<file path="src/hw/rtl/particle_velocity_integrate_bounce_macros.svh">
// Assertion macros for the particle integrator.
// Used by the top level; needs clk and arst_n in the including scope.
`ifndef PARTICLE_VELOCITY_INTEGRATE_BOUNCE_MACROS_SVH
`define PARTICLE_VELOCITY_INTEGRATE_BOUNCE_MACROS_SVH

// Same-cycle implication, disabled during reset.
`define PVIB_ASSERT_IMPL(lbl, ante, cons, msg) \
	lbl: assert property (@(posedge clk) disable iff (!arst_n) (ante) |-> (cons)) \
		else $error(msg);

// Next-cycle implication, disabled during reset.
`define PVIB_ASSERT_NEXT(lbl, ante, cons, msg) \
	lbl: assert property (@(posedge clk) disable iff (!arst_n) (ante) |=> (cons)) \
		else $error(msg);

`endif

</file>
<file path="src/hw/rtl/pvib_pkg.sv">
// Shared types, constants and helpers for the particle integrator.
// No dependencies; used by every module of the block.
package pvib_pkg;

	localparam int FRAC_BITS_DEF = 16;
	localparam int DAMP_BITS     = 16;
	localparam int DATA_W        = 32;
	localparam int DT_W          = 20;
	localparam int BOX_W         = 16;
	localparam int RAD_W         = 25;
	localparam int DIAM_W        = RAD_W + 1;
	localparam int SPEED_W       = 31;
	localparam int DAMP_W        = 17;
	localparam int CFG_W         = 31;
	localparam int CFG_IDX_W     = 3;
	localparam int LANES         = 2;
	localparam int SQ_IN_W       = 64;
	localparam int SQ_OUT_W      = 32;
	localparam int SQ_REM_W      = SQ_OUT_W + 2;
	localparam int SC_PROD_W     = DATA_W + SPEED_W;
	localparam int SC_QUO_W      = SPEED_W;
	localparam int WALL_LAT      = 3;

	localparam logic [BOX_W-1:0]   BOX_WIDTH_RST  = 16'd800;
	localparam logic [BOX_W-1:0]   BOX_HEIGHT_RST = 16'd600;
	localparam logic [RAD_W-1:0]   RADIUS_RST     = 25'd327680;
	localparam logic [SPEED_W-1:0] MAX_SPEED_RST  = 31'd655360;
	localparam logic [DAMP_W-1:0]  DAMPING_RST    = 17'd52429;

	localparam logic [DATA_W-1:0] Q_MAX = 32'h7fff_ffff;
	localparam logic [DATA_W-1:0] Q_MIN = 32'h8000_0000;

	typedef enum logic [CFG_IDX_W-1:0] {
		CFG_BOX_WIDTH  = 3'd0,
		CFG_BOX_HEIGHT = 3'd1,
		CFG_RADIUS     = 3'd2,
		CFG_MAX_SPEED  = 3'd3,
		CFG_DAMPING_X  = 3'd4,
		CFG_DAMPING_Y  = 3'd5
	} cfg_idx_t;

	// Lane 0 is the x axis, lane 1 the y axis.
	typedef struct packed {
		logic                         dzero;
		logic [LANES-1:0][DATA_W-1:0] pos;
		logic [LANES-1:0][DATA_W-1:0] vel;
	} pv_t;

	typedef struct packed {
		pv_t             pv;
		logic [LANES-1:0] neg;
		logic [DT_W-1:0] dt;
	} acc_tag_t;

	typedef struct packed {
		pv_t                             pv;
		logic                            lim;
		logic [LANES-1:0][SC_PROD_W-1:0] prod;
	} sq_tag_t;

	typedef struct packed {
		pv_t  pv;
		logic lim;
	} sc_tag_t;

	function automatic logic [DATA_W-1:0] sat32(input logic signed [63:0] x);
		logic [DATA_W-1:0] r;
		if (x > 64'sd2147483647) begin
			r = Q_MAX;
		end else if (x < -64'sd2147483648) begin
			r = Q_MIN;
		end else begin
			r = x[DATA_W-1:0];
		end
		return r;
	endfunction

endpackage

</file>
<file path="src/hw/rtl/pvib_sqrt.sv">
// Pipelined integer square root of a 64-bit value, one root bit per stage.
// Depends on pvib_pkg; a tag travels alongside each transaction.
module pvib_sqrt import pvib_pkg::*; #(
	parameter int TW = 8
) (
	input  logic                clk,
	input  logic                arst_n,
	input  logic                in_vld,
	input  logic [SQ_IN_W-1:0]  in_val,
	input  logic [TW-1:0]       in_tag,
	output logic                out_vld,
	output logic [SQ_OUT_W-1:0] out_root,
	output logic [TW-1:0]       out_tag
);

	logic                vld_s  [SQ_OUT_W];
	logic [SQ_REM_W-1:0] rem_s  [SQ_OUT_W];
	logic [SQ_OUT_W-1:0] root_s [SQ_OUT_W];
	logic [SQ_IN_W-1:0]  val_s  [SQ_OUT_W];
	logic [TW-1:0]       tag_s  [SQ_OUT_W];

	for (genvar k = 0; k < SQ_OUT_W; k++) begin : g_stage
		logic                vld_in;
		logic [SQ_REM_W-1:0] rem_in;
		logic [SQ_REM_W-1:0] rem_nx;
		logic [SQ_OUT_W-1:0] root_in;
		logic [SQ_OUT_W-1:0] root_nx;
		logic [SQ_IN_W-1:0]  val_in;
		logic [TW-1:0]       tag_in;
		logic [SQ_REM_W+1:0] t;
		logic [SQ_REM_W+1:0] trial;
		logic                ge;

		if (k == 0) begin : g_first
			assign vld_in  = in_vld;
			assign rem_in  = '0;
			assign root_in = '0;
			assign val_in  = in_val;
			assign tag_in  = in_tag;
		end else begin : g_next
			assign vld_in  = vld_s[k-1];
			assign rem_in  = rem_s[k-1];
			assign root_in = root_s[k-1];
			assign val_in  = val_s[k-1];
			assign tag_in  = tag_s[k-1];
		end

		always_comb begin
			t       = {rem_in, val_in[SQ_IN_W-1 -: 2]};
			trial   = (SQ_REM_W + 2)'({root_in, 2'b01});
			ge      = (t >= trial);
			rem_nx  = ge ? SQ_REM_W'(t - trial) : t[SQ_REM_W-1:0];
			root_nx = {root_in[SQ_OUT_W-2:0], ge};
		end

		always_ff @(posedge clk or negedge arst_n) begin
			if (!arst_n) begin
				vld_s[k] <= 1'b0;
			end else begin
				vld_s[k] <= vld_in;
			end
		end

		always_ff @(posedge clk) begin
			rem_s[k]  <= rem_nx;
			root_s[k] <= root_nx;
			val_s[k]  <= {val_in[SQ_IN_W-3:0], 2'b00};
			tag_s[k]  <= tag_in;
		end
	end

	assign out_vld  = vld_s[SQ_OUT_W-1];
	assign out_root = root_s[SQ_OUT_W-1];
	assign out_tag  = tag_s[SQ_OUT_W-1];

endmodule

</file>
<file path="config.mk">
export PLATFORM = sky130hd
export DESIGN_NAME = pvib_sqrt
export DESIGN_NICKNAME = d
export VERILOG_FILES = /design/src/hw/rtl/particle_velocity_integrate_bounce_macros.svh /design/src/hw/rtl/pvib_pkg.sv /design/src/hw/rtl/pvib_sqrt.sv
export SDC_FILE = /design/constraint.sdc
export NUM_CORES = 2
export LEC_CHECK = 0
export BUFFER_PORTS_ARGS = -buffer_cell sky130_fd_sc_hd__clkbuf_2
export CORE_UTILIZATION = 56
export DETAILED_ROUTE_END_ITERATION = 8
export GPL_TIMING_DRIVEN = 0
export PLACE_DENSITY = 0.8
export SYNTH_ARGS = -nofsm -noshare
export SYNTH_HDL_FRONTEND = slang
export SYNTH_MEMORY_MAX_BITS = 65536
export SYNTH_SLANG_ARGS = --single-unit
export TNS_END_PERCENT = 100
</file>
<file path="constraint.sdc">
create_clock -name clk -period 2.9 [get_ports clk]
set_input_delay 0.58 -clock clk [delete_from_list [all_inputs] [get_ports clk]]
set_output_delay 0.58 -clock clk [all_outputs]
set_load 0.02 [all_outputs]
</file>
==> key figures <==
Place
  • HPWL reported at the end of detailed placement: approximately 160000 um
  • Placer Congestion: ~1
  • Pre-CTS WS: -1.42 ns
  • Port-buffer cells: 115
  • Cells after DPL: between 10000 and 15000

Logic synthesis
  • Top_reg_cell synth: dfxtp_1
  • Yosys top cell by area: dfxtp_1
  • Register area share after synthesis: 0.574
  • Post-Synthesis Cell Area: roughly 0.098 mm2
  • Syn_area_per_cell: 10.4 um2
  • Syn_nets: between 10000 and 15000
  • Post-synth EDFFs: 0
  • Dominant cells by area after synthesis: dfxtp_1, ha_1, xor2_1
  • Yosys warns: 0
  • Cells after Synth: between 9000 and 10000
  • Ys async rst share: 0.0114
  • Seq cells post-synth: around 2800
  • Share of the synthesized area in the top cell type: 0.566
  • Yosys cell types: 92

Power
  • Clock power share: 0.359
  • Pint: 75100 uW
  • Switching Power: about 29000 uW
  • Sw Ratio: 0.279
  • Maximum VDD drop: 0.000678 V
  • LEAKAGE: 0.0549 uW
  • Power Total: around 100000 uW
  • Reg power frac: 0.475
  • Comb pwr share: 0.166
  • Power per cell area: a little under 900 mW/mm2

Final layout
  • Most frequent cells in the layout: dfxtp_1, inv_1, nand2_1
  • Diodes inserted: 0
  • Fraction of layout cells with a size suffix above 1: 0.177
  • Most common cell after layout, fill and taps aside: dfxtp_1
  • Area growth, synth to finish: 21.7%
  • Final nets: 10700
  • Final cell count without fillers: between 10000 and 15000

Timing
  • Final setup fails: 89
  • Setup Skew: between 0.07 and 0.08 ns
  • Pins over their slew limit: 0
  • Tcrit/Tclk final: 1.13
  • Fin worst setup slack: -0.378 ns
  • Slew margin rel.: 0.346
  • Hold slack: about 0.26 ns
  • Post-route minimum period: between 3 and 4 ns
  • Final Hold Violating Endpoints: 0
  • RSZ-0062 raised after global routing: true
  • Fmax: between 300 and 400 MHz
  • Tightest Pin Transition: approximately 1 ns

Global route
  • Vias in the first global route: approximately 70000
  • Largest net degree at the start of global routing: 33
  • First-pass GRT wire length: around 360000 um
  • Initial antenna violation count: 2
  • GRT Resource Usage Total: 0.248
  • Grt ovf: 0

Floorplanning
  • Initial core utilization: 0.565
  • Row cnt: between 150 and 200
  • Die extent in y: ~420 um
  • Core area: approximately 0.17 mm2
  • I/O pins: 116
  • Die footprint: 0.177 mm2
  • Die width: 421 um

Routing
  • DRT antenna net count: 0
  • DR iter-0 viols: 5301
  • Vias per cell: 5.47
  • Vias: slightly below 70000
  • Wire length per cell: around 18 um
  • Drt pass-1 iters: 6
  • Final WL: between 200000 and 250000 um
  • DRC errors left: 0

Hold path
  • Worst hold path type: input port to asynchronous set/reset pin

CTS
  • CTS Buf Count: between 200 and 300
  • Reg clk slew, reported paths: around 0.060 ns
  • CTS Sinks: 2811
  • CTS root buffer: clkbuf_16
  • Later-pin clock latency in the skew report: between 0.9 and 1 ns
  • CTS H-tree depth: 5
  • CTS tree: done
  • Maximum root-to-sink buffer count: 4

Worst setup path
  • Slowest Stage Delay on Critical Path: ~0.67 ns
  • Critical path arrival: just over 4 ns
  • Worst path top cell family by delay: simple AND/OR/NAND/NOR gates
  • WP buf/inv: 3
  • Critical path cell sequence: or4_1, or3_4, or4_4, nor3_4, nand4bb_1, buf_6, buf_4, nand2b_4, buf_12, nor3_2, xor2_1
  • Req. time, crit path: about 3.7 ns
  • Crit path max fanout: 5
  • Setup crit end kind: register
  • Crit. Startpoint: rem_s[0][126]$_DFF_P_
  • Crit Path Category: register to register
  • Startpoint types: register
  • FF-to-FF Start: rem_s[0][126]$_DFF_P_
  • Highest-delay cell along the critical path: or4_1

Job
  • MaxCap Viol Count: 0

Run status
  • Failing checks: setup timing
  • Status: finished with violations
## metrics by stage
step	setup TNS (ns)	utilization	instance area (um2)
2_1_floorplan	-0.945	-	98300
3_3_place_gp	-441.97	0.585	102000
3_5_place_dp	-483.66	0.585	102000
4_1_cts	-4.28	0.665	116000
5_1_grt	-25.21	0.687	120000
6_report	-11.94	0.687	120000
## synthesized netlist by cell type (9+ instances only)
| cell type | n |
|---|---|
| dfxtp_1 | 2779 |
| inv_1 | 693 |
| nand2_1 | 623 |
| a21oi_1 | 613 |
| nor2_1 | 608 |
| ha_1 | 562 |
| o21ai_0 | 456 |
| xor2_1 | 439 |
| xnor2_1 | 417 |
| nor3_1 | 241 |
| a21o_1 | 234 |
| clkbuf_1 | 162 |
| nand3_1 | 140 |
| nand2b_1 | 128 |
| nor4_1 | 111 |
| nand4_1 | 93 |
| o21a_1 | 81 |
| or3_1 | 71 |
| mux2_2 | 68 |
| nor2b_1 | 65 |
| and3_1 | 63 |
| or4_1 | 60 |
| a31oi_1 | 54 |
| o21bai_1 | 51 |
| a211oi_1 | 46 |
| o31ai_1 | 46 |
| or2_2 | 39 |
| and2_1 | 32 |
| dfrtp_1 | 32 |
| nand3b_1 | 32 |
| o211ai_1 | 31 |
| a21boi_0 | 25 |
| nor3b_1 | 21 |
| and4_1 | 20 |
| a2111oi_0 | 19 |
| a31o_2 | 17 |
| a221oi_1 | 16 |
| nand4b_1 | 15 |
| nor4b_1 | 15 |
| buf_1 | 14 |
| o22ai_1 | 12 |
| a211o_1 | 11 |
| a221o_1 | 10 |
| a41oi_1 | 10 |
| o41ai_1 | 9 |
## path summary, 6_finish.rpt
path	slack, ns	cells after the start	to
min	0.26	2	g_stage[3].vld_in$_DFF_PN0_
max	-0.38	11	rem_s[0][150]$_DFF_P_
min in group clk	0.26	2	val_s[0][21]$_DFF_P_
max in group asynchronous	2.16	2	g_stage[24].vld_in$_DFF_PN0_
max reg2reg	-0.38	11	rem_s[0][150]$_DFF_P_
min reg2reg	0.29	0	val_s[6][39]$_DFF_P_
## final cells by class
class	count	area [um2]
buffer	131	1070
sequential	2811	56600
timing repair buffer	449	3480
inverter	695	2620
multi-input combinational	5731	43300
tap	2325	2910
clock inverter	106	1450
fill	12200	54400
clock buffer	390	8190
## power groups by stage
stage                     combinational [uW]  clock, uW  sequential, uW
after global routing                   19000      39700           50100
after CTS                              15600      38000           49100
after floorplan                        11300          0           48100
after detailed placement               14400          0           49700
after global placement                 14100          0           49500
final                                  17300      37400           49500
## routing by layer
metal,vias to the layer above,part of all wire,track usage,wire length [um]
met3,603,0.048,0.0343,11100
met5,-,0,0,0
li1,33500,-,-,-
met4,0,0.040,0.0985,9230
met1,32900,0.42,0.306,97000
met2,1992,0.50,0.434,116000
## sequential cells by signal (all words and copies together) (netlist names)
name / cells
rem_s: 1003
tag_s: 256
out_vld: 1
val_s: 992
g_stage.vld_in: 31
root_s: 528
## what timing repair did
action	CTS	global route
resized for setup	682	682
buffers inserted	113	140
endpoints found under the setup margin	900	840
pin swaps	133	223
gates cloned	6	3
endpoints found under the hold margin	106	0
hold buffers	75	0
## cell families after synthesis
logic type | synth area share
other | 0.0000382
adder cells (fa/ha/maj) | 0.0716
XOR/XNOR | 0.0763
AND/OR/NAND/NOR | 0.122
AO/OA/AOI/OAI | 0.114
buffers and inverters | 0.0338
flip-flops | 0.574
multiplexers | 0.00861
(Power assumes the default switching activity.)
