[src/hw/rtl/particle_velocity_integrate_bounce_macros.svh]
// Assertion macros for the particle integrator.
// Used by the top level; needs clk and arst_n in the including scope.
`ifndef PARTICLE_VELOCITY_INTEGRATE_BOUNCE_MACROS_SVH
`define PARTICLE_VELOCITY_INTEGRATE_BOUNCE_MACROS_SVH

// Same-cycle implication, disabled during reset.
`define PVIB_ASSERT_IMPL(lbl, ante, cons, msg) \
	lbl: assert property (@(posedge clk) disable iff (!arst_n) (ante) |-> (cons)) \
		else $error(msg);

// Next-cycle implication, disabled during reset.
`define PVIB_ASSERT_NEXT(lbl, ante, cons, msg) \
	lbl: assert property (@(posedge clk) disable iff (!arst_n) (ante) |=> (cons)) \
		else $error(msg);

`endif

[src/hw/rtl/pvib_pkg.sv]
// Shared types, constants and helpers for the particle integrator.
// No dependencies; used by every module of the block.
package pvib_pkg;

	localparam int FRAC_BITS_DEF = 16;
	localparam int DAMP_BITS     = 16;
	localparam int DATA_W        = 32;
	localparam int DT_W          = 20;
	localparam int BOX_W         = 16;
	localparam int RAD_W         = 25;
	localparam int DIAM_W        = RAD_W + 1;
	localparam int SPEED_W       = 31;
	localparam int DAMP_W        = 17;
	localparam int CFG_W         = 31;
	localparam int CFG_IDX_W     = 3;
	localparam int LANES         = 2;
	localparam int SQ_IN_W       = 64;
	localparam int SQ_OUT_W      = 32;
	localparam int SQ_REM_W      = SQ_OUT_W + 2;
	localparam int SC_PROD_W     = DATA_W + SPEED_W;
	localparam int SC_QUO_W      = SPEED_W;
	localparam int WALL_LAT      = 3;

	localparam logic [BOX_W-1:0]   BOX_WIDTH_RST  = 16'd800;
	localparam logic [BOX_W-1:0]   BOX_HEIGHT_RST = 16'd600;
	localparam logic [RAD_W-1:0]   RADIUS_RST     = 25'd327680;
	localparam logic [SPEED_W-1:0] MAX_SPEED_RST  = 31'd655360;
	localparam logic [DAMP_W-1:0]  DAMPING_RST    = 17'd52429;

	localparam logic [DATA_W-1:0] Q_MAX = 32'h7fff_ffff;
	localparam logic [DATA_W-1:0] Q_MIN = 32'h8000_0000;

	typedef enum logic [CFG_IDX_W-1:0] {
		CFG_BOX_WIDTH  = 3'd0,
		CFG_BOX_HEIGHT = 3'd1,
		CFG_RADIUS     = 3'd2,
		CFG_MAX_SPEED  = 3'd3,
		CFG_DAMPING_X  = 3'd4,
		CFG_DAMPING_Y  = 3'd5
	} cfg_idx_t;

	// Lane 0 is the x axis, lane 1 the y axis.
	typedef struct packed {
		logic                         dzero;
		logic [LANES-1:0][DATA_W-1:0] pos;
		logic [LANES-1:0][DATA_W-1:0] vel;
	} pv_t;

	typedef struct packed {
		pv_t             pv;
		logic [LANES-1:0] neg;
		logic [DT_W-1:0] dt;
	} acc_tag_t;

	typedef struct packed {
		pv_t                             pv;
		logic                            lim;
		logic [LANES-1:0][SC_PROD_W-1:0] prod;
	} sq_tag_t;

	typedef struct packed {
		pv_t  pv;
		logic lim;
	} sc_tag_t;

	function automatic logic [DATA_W-1:0] sat32(input logic signed [63:0] x);
		logic [DATA_W-1:0] r;
		if (x > 64'sd2147483647) begin
			r = Q_MAX;
		end else if (x < -64'sd2147483648) begin
			r = Q_MIN;
		end else begin
			r = x[DATA_W-1:0];
		end
		return r;
	endfunction

endpackage

[src/hw/rtl/pvib_wall.sv]
// Three-stage position update, wall bounce and clamp for both axes.
// Depends on pvib_pkg; a tag travels alongside each transaction.
module pvib_wall import pvib_pkg::*; #(
	parameter int FRAC_BITS = FRAC_BITS_DEF,
	parameter int TW        = 1
) (
	input  logic                         clk,
	input  logic                         arst_n,
	input  logic                         in_vld,
	input  logic [LANES-1:0][DATA_W-1:0] in_pos,
	input  logic [LANES-1:0][DATA_W-1:0] in_vel,
	input  logic [LANES-1:0][BOX_W-1:0]  box,
	input  logic [LANES-1:0][DAMP_W-1:0] damp,
	input  logic [DIAM_W-1:0]            diam,
	input  logic [TW-1:0]                in_tag,
	output logic                         out_vld,
	output logic [LANES-1:0][DATA_W-1:0] out_pos,
	output logic [LANES-1:0][DATA_W-1:0] out_vel,
	output logic [TW-1:0]                out_tag
);

	localparam int CW = (BOX_W + FRAC_BITS + 2 > DATA_W + 1) ? BOX_W + FRAC_BITS + 2 : DATA_W + 1;
	localparam int PW = DATA_W + 1 + DAMP_W + 1;

	logic                         vld_s1, vld_s2, vld_s3;
	logic [LANES-1:0][DATA_W-1:0] pos_s1, vel_s1;
	logic [LANES-1:0][DATA_W:0]   nv_s1;
	logic [LANES-1:0][CW-1:0]     upper_s1;
	logic [LANES-1:0][DAMP_W-1:0] damp_s1;
	logic [TW-1:0]                tag_s1, tag_s2, tag_s3;
	logic [LANES-1:0][DATA_W-1:0] pos_s2, vel_s2;
	logic [LANES-1:0][PW-1:0]     prod_s2;
	logic [LANES-1:0]             bounce_s2;
	logic [LANES-1:0][DATA_W-1:0] pos_s3, vel_s3;

	logic [LANES-1:0][DATA_W-1:0] pos_nx1;
	logic [LANES-1:0][DATA_W:0]   nv_nx1;
	logic [LANES-1:0][CW-1:0]     upper_nx1;
	logic [LANES-1:0][DATA_W-1:0] pos_nx2;
	logic [LANES-1:0][PW-1:0]     prod_nx2;
	logic [LANES-1:0]             bounce_nx2;
	logic [LANES-1:0][DATA_W-1:0] vel_nx3;

	always_comb begin
		for (int i = 0; i < LANES; i++) begin
			pos_nx1[i]   = sat32(64'($signed(in_pos[i])) + 64'($signed(in_vel[i])));
			nv_nx1[i]    = (DATA_W + 1)'(-$signed({in_vel[i][DATA_W-1], in_vel[i]}));
			upper_nx1[i] = (CW'(box[i]) << FRAC_BITS) - CW'(diam);
		end
	end

	always_comb begin
		for (int i = 0; i < LANES; i++) begin
			logic signed [CW-1:0] p;
			logic signed [CW-1:0] c;
			p             = CW'($signed(pos_s1[i]));
			bounce_nx2[i] = (p < 0) || (p >= $signed(upper_s1[i]));
			c             = (p < 0) ? '0 : p;
			if (c > $signed(upper_s1[i])) begin
				c = $signed(upper_s1[i]);
			end
			pos_nx2[i]  = sat32(64'(c));
			prod_nx2[i] = PW'($signed(nv_s1[i]) * $signed({1'b0, damp_s1[i]}));
		end
	end

	always_comb begin
		for (int i = 0; i < LANES; i++) begin
			vel_nx3[i] = bounce_s2[i] ? sat32(64'($signed(prod_s2[i]) >>> DAMP_BITS))
				: vel_s2[i];
		end
	end

	always_ff @(posedge clk or negedge arst_n) begin
		if (!arst_n) begin
			vld_s1 <= 1'b0;
			vld_s2 <= 1'b0;
			vld_s3 <= 1'b0;
		end else begin
			vld_s1 <= in_vld;
			vld_s2 <= vld_s1;
			vld_s3 <= vld_s2;
		end
	end

	always_ff @(posedge clk) begin
		pos_s1    <= pos_nx1;
		vel_s1    <= in_vel;
		nv_s1     <= nv_nx1;
		upper_s1  <= upper_nx1;
		damp_s1   <= damp;
		tag_s1    <= in_tag;
		pos_s2    <= pos_nx2;
		vel_s2    <= vel_s1;
		prod_s2   <= prod_nx2;
		bounce_s2 <= bounce_nx2;
		tag_s2    <= tag_s1;
		pos_s3    <= pos_s2;
		vel_s3    <= vel_nx3;
		tag_s3    <= tag_s2;
	end

	assign out_vld = vld_s3;
	assign out_pos = pos_s3;
	assign out_vel = vel_s3;
	assign out_tag = tag_s3;

endmodule

[config.mk]
export PLATFORM = sky130hd
export DESIGN_NAME = pvib_wall
export DESIGN_NICKNAME = d
export VERILOG_FILES = /design/src/hw/rtl/particle_velocity_integrate_bounce_macros.svh /design/src/hw/rtl/pvib_pkg.sv /design/src/hw/rtl/pvib_wall.sv
export SDC_FILE = /design/constraint.sdc
export NUM_CORES = 2
export LEC_CHECK = 0
export BUFFER_PORTS_ARGS = -buffer_cell sky130_fd_sc_hd__clkbuf_2
export CORE_ASPECT_RATIO = 1.2
export CORE_MARGIN = 2
export CORE_UTILIZATION = 50
export CTS_CLUSTER_SIZE = 10
export DETAILED_ROUTE_END_ITERATION = 7
export GPL_TIMING_DRIVEN = 0
export HOLD_SLACK_MARGIN = 0.03
export PLACE_DENSITY = 0.67
export SETUP_SLACK_MARGIN = 0.3
export SLEW_MARGIN = 5
export SYNTH_ARGS = -nofsm -noshare
export SYNTH_HDL_FRONTEND = slang
export SYNTH_SLANG_ARGS = --single-unit
[constraint.sdc]
create_clock -name clk -period 5.9 [get_ports clk]
set_input_delay 0.295 -clock clk [delete_from_list [all_inputs] [get_ports clk]]
set_output_delay 0.295 -clock clk [all_outputs]
set_load 0.01 [all_outputs]
==> results_dict.tcl <==
set metrics [dict create \
    worst_reg2reg_setup_slack_ns -0.83 \
    synthArstFlopShare_pct 0.492 \
    regToRegEndpoint "prod_s2[49]$_DFF_P_" \
    critical_path_arrival_ns 7.31 \
    grtUsageTotal_pct 32.1 \
    maxSlewHeadroom_pct 18.1 \
    drive_above_1_share_pct 16.9 \
    placementRows 141 \
    num-fill-cells 10079 \
    criticalPathCategory "register to register" \
    synthDominantCellAreaShare_pct 34.8 \
    number_of_clock_sinks 610 \
    dieHeight_um 388 \
    detail-route-antenna-nets 0 \
    whs_path_depth 3 \
    finalSetupViolCount 50 \
    syn_area_per_cell_sq_um 9.36 \
    post_dp_cell_area_sq_mm 0.0666 \
    global_route.usage.met3_pct 6.40 \
    synth_sequential_area_ratio_pct 19.9 \
    cts_inserted_buffers 79 \
    pre_cts_slack_ns -2.14 \
    drc 0 \
    die_area_sq_mm 0.126 \
    pin_count_of_the_biggest_net_entering_global_routing 12 \
    wl_per_cell_um 21.8 \
    holdPathEnd "upper_s1[55]$_DFF_P_" \
    detail_route.wirelength_um 198000 \
    maxSlewViolCount 0 \
    global_route.usage.met1_pct 39.0 \
    cp_capture_type "register" \
    ios 354 \
    globalRoute.totalOverflow 0 \
    yosys.cell_types.count 84 \
    fin_skew_ns 0.0576 \
    use_met2_pct 53.5 \
    cts.root.buffer_cell "clkbuf_16" \
    detailedPlacementHpwl_um 156000 \
    die_x_um 324 \
    nets 9147 \
    tightestPinTransition_ns 1.22 \
    synth_enable_flop_cells 0 \
    synth_top_family_by_area "adder cells" \
    area_growth_from_synthesis_to_final_layout_pct 22.0 \
    tritoncts "done" \
    layoutNonFillerInstCount 9084 \
    required_ns 6.47 \
    fmax_mhz 148 \
    timing.critical_path.fanout_max 7 \
    synth_warn 0 \
    reg2regPathDepth 24 \
    clk-insertion-delay-late_ns 0.73 \
    global_route_wire_length_before_repair_um 302000 \
    min_path_type "primary input to register" \
    vias_in_the_first_global_route 52036 \
    status "finished, violations left" \
    main_area_contributors_after_synthesis "fa_1 35%, dfxtp_1 20%, ha_1 9.2%, inv_1 8.1%, and2_1 4.8%" \
    violations "setup timing" \
    drv_cap 0 \
    yosys_register_bits 610 \
    multi_input_area_sq_mm 0.0450 \
    clkTransAtPathRegs_ns 0.07 \
    post_synth_mux_area_share_pct 0.0528 \
    synth_top_area_cell "fa_1" \
    finalInstanceArea_sq_mm 0.0751 \
    cts_buffer_depth 3 \
    detailed_router_s_first_iteration_violation_count 3443 \
    area_fraction_in_compound_gates_after_synthesis_pct 8.37 \
    via_count 48699 \
    synth-simple-area-share_pct 14.7 \
    critical_path.reg2reg.startpoint "damp_s1[9]$_DFF_P_" \
    share_of_the_cycle_needed_by_the_critical_path_after_routing_pct 114 \
    gp_routability_congestion 0.961 \
    min_from "box[21]" \
    drt_first_pass_iters 5 \
    synthesis.nets 8322 \
    placedCellCount 8575 \
    globalRoute.busiestLayer "met2" \
    vias_per_cell 5.36 \
    placement.io_buffers 353 \
    synthesis.instances 6577 \
    coreArea_sq_mm 0.123 \
    ys.flop_type "dfxtp_1" \
    worstSetupStartpointType "register" \
    finalWorstSetupSlack_ns -0.835 \
    post_layout_minimum_cycle_time_ns 6.73 \
    fin_tns_setup_ns -21.24 \
    syn_area_sq_mm 0.0616 \
    yosys.area_share.adder_pct 44.1 \
    synth_xor_xnor_area_share_pct 3.30 \
    grt_setup_unrepaired "true" \
    finalHoldViolations 0 \
    floorplan.initialDensity_pct 50.2 \
    grt_antenna_before_repair 13 \
    cts_max_level 3 \
    seqCellArea_sq_mm 0.0125 \
]
## Yosys cell counts, types with 23 or more instances
cell type  instances
inv_1           1335
a22o_1            28
ha_1             451
a21oi_1          244
nor2b_1          101
nor2_1           178
nand4_1           48
o22ai_1           67
a21o_1           103
nor3_1            57
nand2b_1          35
a31oi_1           23
nand2_1          770
o2bb2ai_1         35
and2_1           470
dfxtp_1          607
clkbuf_1         235
xor2_1            85
o21a_1            24
fa_1            1070
o21ai_0          141
xnor2_1          147
nand3_1           52
## area by class of cell
cell class / count / share of cell area [%]
multi-input cells: 4384 / 59.9
flip-flops and latches: 610 / 16.7
repair buffers: 744 / 7.20
inverters: 1335 / 6.67
plain buffers: 248 / 3.63
clock buffers: 96 / 2.78
well taps: 1644 / 2.74
clock inverters: 19 / 0.388
diodes: 4 / 0.0133
## metrics by stage
step	util [%]	hold WS, ns
final	61.2	0.0668
after detailed placement	54.3	0.0962
after global routing	61.2	0.0886
after CTS	60.0	0.0372
after global placement	54.3	0.0903
after floorplan	-	-0.000591
## timing repair
action,4_1_cts,5_1_grt
setup buffers,144,81
pin swaps,109,153
endpoints found under the setup margin,70,63
gates cloned,1,4
gates resized for setup,441,268
hold buffers,160,0
hold endpoints to repair,206,0
## worst max path at each step
stage,start,endpoint,slack [ns],depth (start not counted)
floorplan,nv_s1[16]$_DFF_P_,prod_s2[50]$_DFF_P_,-0.02,20
global placement,damp_s1[7]$_DFF_P_,prod_s2[50]$_DFF_P_,-2.05,20
detailed placement,damp_s1[7]$_DFF_P_,prod_s2[50]$_DFF_P_,-2.14,20
CTS,damp_s1[23]$_DFF_P_,prod_s2[94]$_DFF_P_,-0.75,24
global route,damp_s1[1]$_DFF_P_,prod_s2[50]$_DFF_P_,-0.97,19
finish,damp_s1[9]$_DFF_P_,prod_s2[49]$_DFF_P_,-0.83,24
## flip-flops by register name, summed over array words and instances, names as in the netlist, 2 cells and up
name	count
bounce_s2	2
damp_s1	34
nv_s1	66
out_pos	64
out_vel	64
pos_s1	64
pos_s2	64
prod_s2	70
upper_s1	50
vel_s1	62
vel_s2	64
## logic make-up (layout without fill, tap and decap cells)
group / after synthesis / after routing
mux: 3 / 3
xor+xnor: 232 / 232
fa+ha+maj: 1527 / 1527
compound gates: 802 / 802
buf+inv: 1583 / 2442
simple gates: 1820 / 1820
other cells: 0 / 4
flops: 610 / 610
## placed cells by master (no fill, tap or decap), drive strengths merged, types with 19 or more instances in the layout
cell type	synthesis	final
a31oi	24	24
nand4	48	48
nor2b	101	101
o2bb2ai	35	35
clkbuf	235	642
nand3	52	52
o21a	24	24
nand2b	35	35
a211oi	19	19
xnor2	147	147
buf	13	286
dfxtp	607	607
o22ai	67	67
nand2	770	770
and3	22	22
fa	1070	1070
a21o	103	103
and2	470	470
inv	1335	1339
ha	451	451
dlygate4sd3	0	160
nor3	58	58
nor2	180	180
a21oi	244	244
xor2	85	85
a22o	28	28
o21ai	146	146
## worst max-delay path: stages, from the launching register on
cell	delay [ns]
dfxtp_4	0.42
clkbuf_16	0.18
nand2_4	0.06
fa_1	0.52
inv_1	0.05
fa_1	0.52
fa_2	0.50
fa_1	0.55
fa_1	0.50
inv_1	0.05
fa_1	0.50
inv_2	0.05
ha_4	0.23
nand4_1	0.18
buf_4	0.15
buf_6	0.12
nor2_2	0.05
a211oi_4	0.24
o31ai_4	0.17
o2111ai_4	0.34
a31oi_4	0.17
a221o_1	0.36
a211o_1	0.35
buf_4	0.15
xor2_1	0.13
## metal layers
metal | part of all wire, % | up-vias
met3 | 7.7 | 511
li1 | - | 21894
met1 | 38 | 24363
met5 | 0.026 | -
met2 | 48 | 1923
met4 | 6.2 | 8
Power is left out: the tool's default activity adds up to more than one toggle a clock period on the data nets, which glitch-free logic cannot reach.
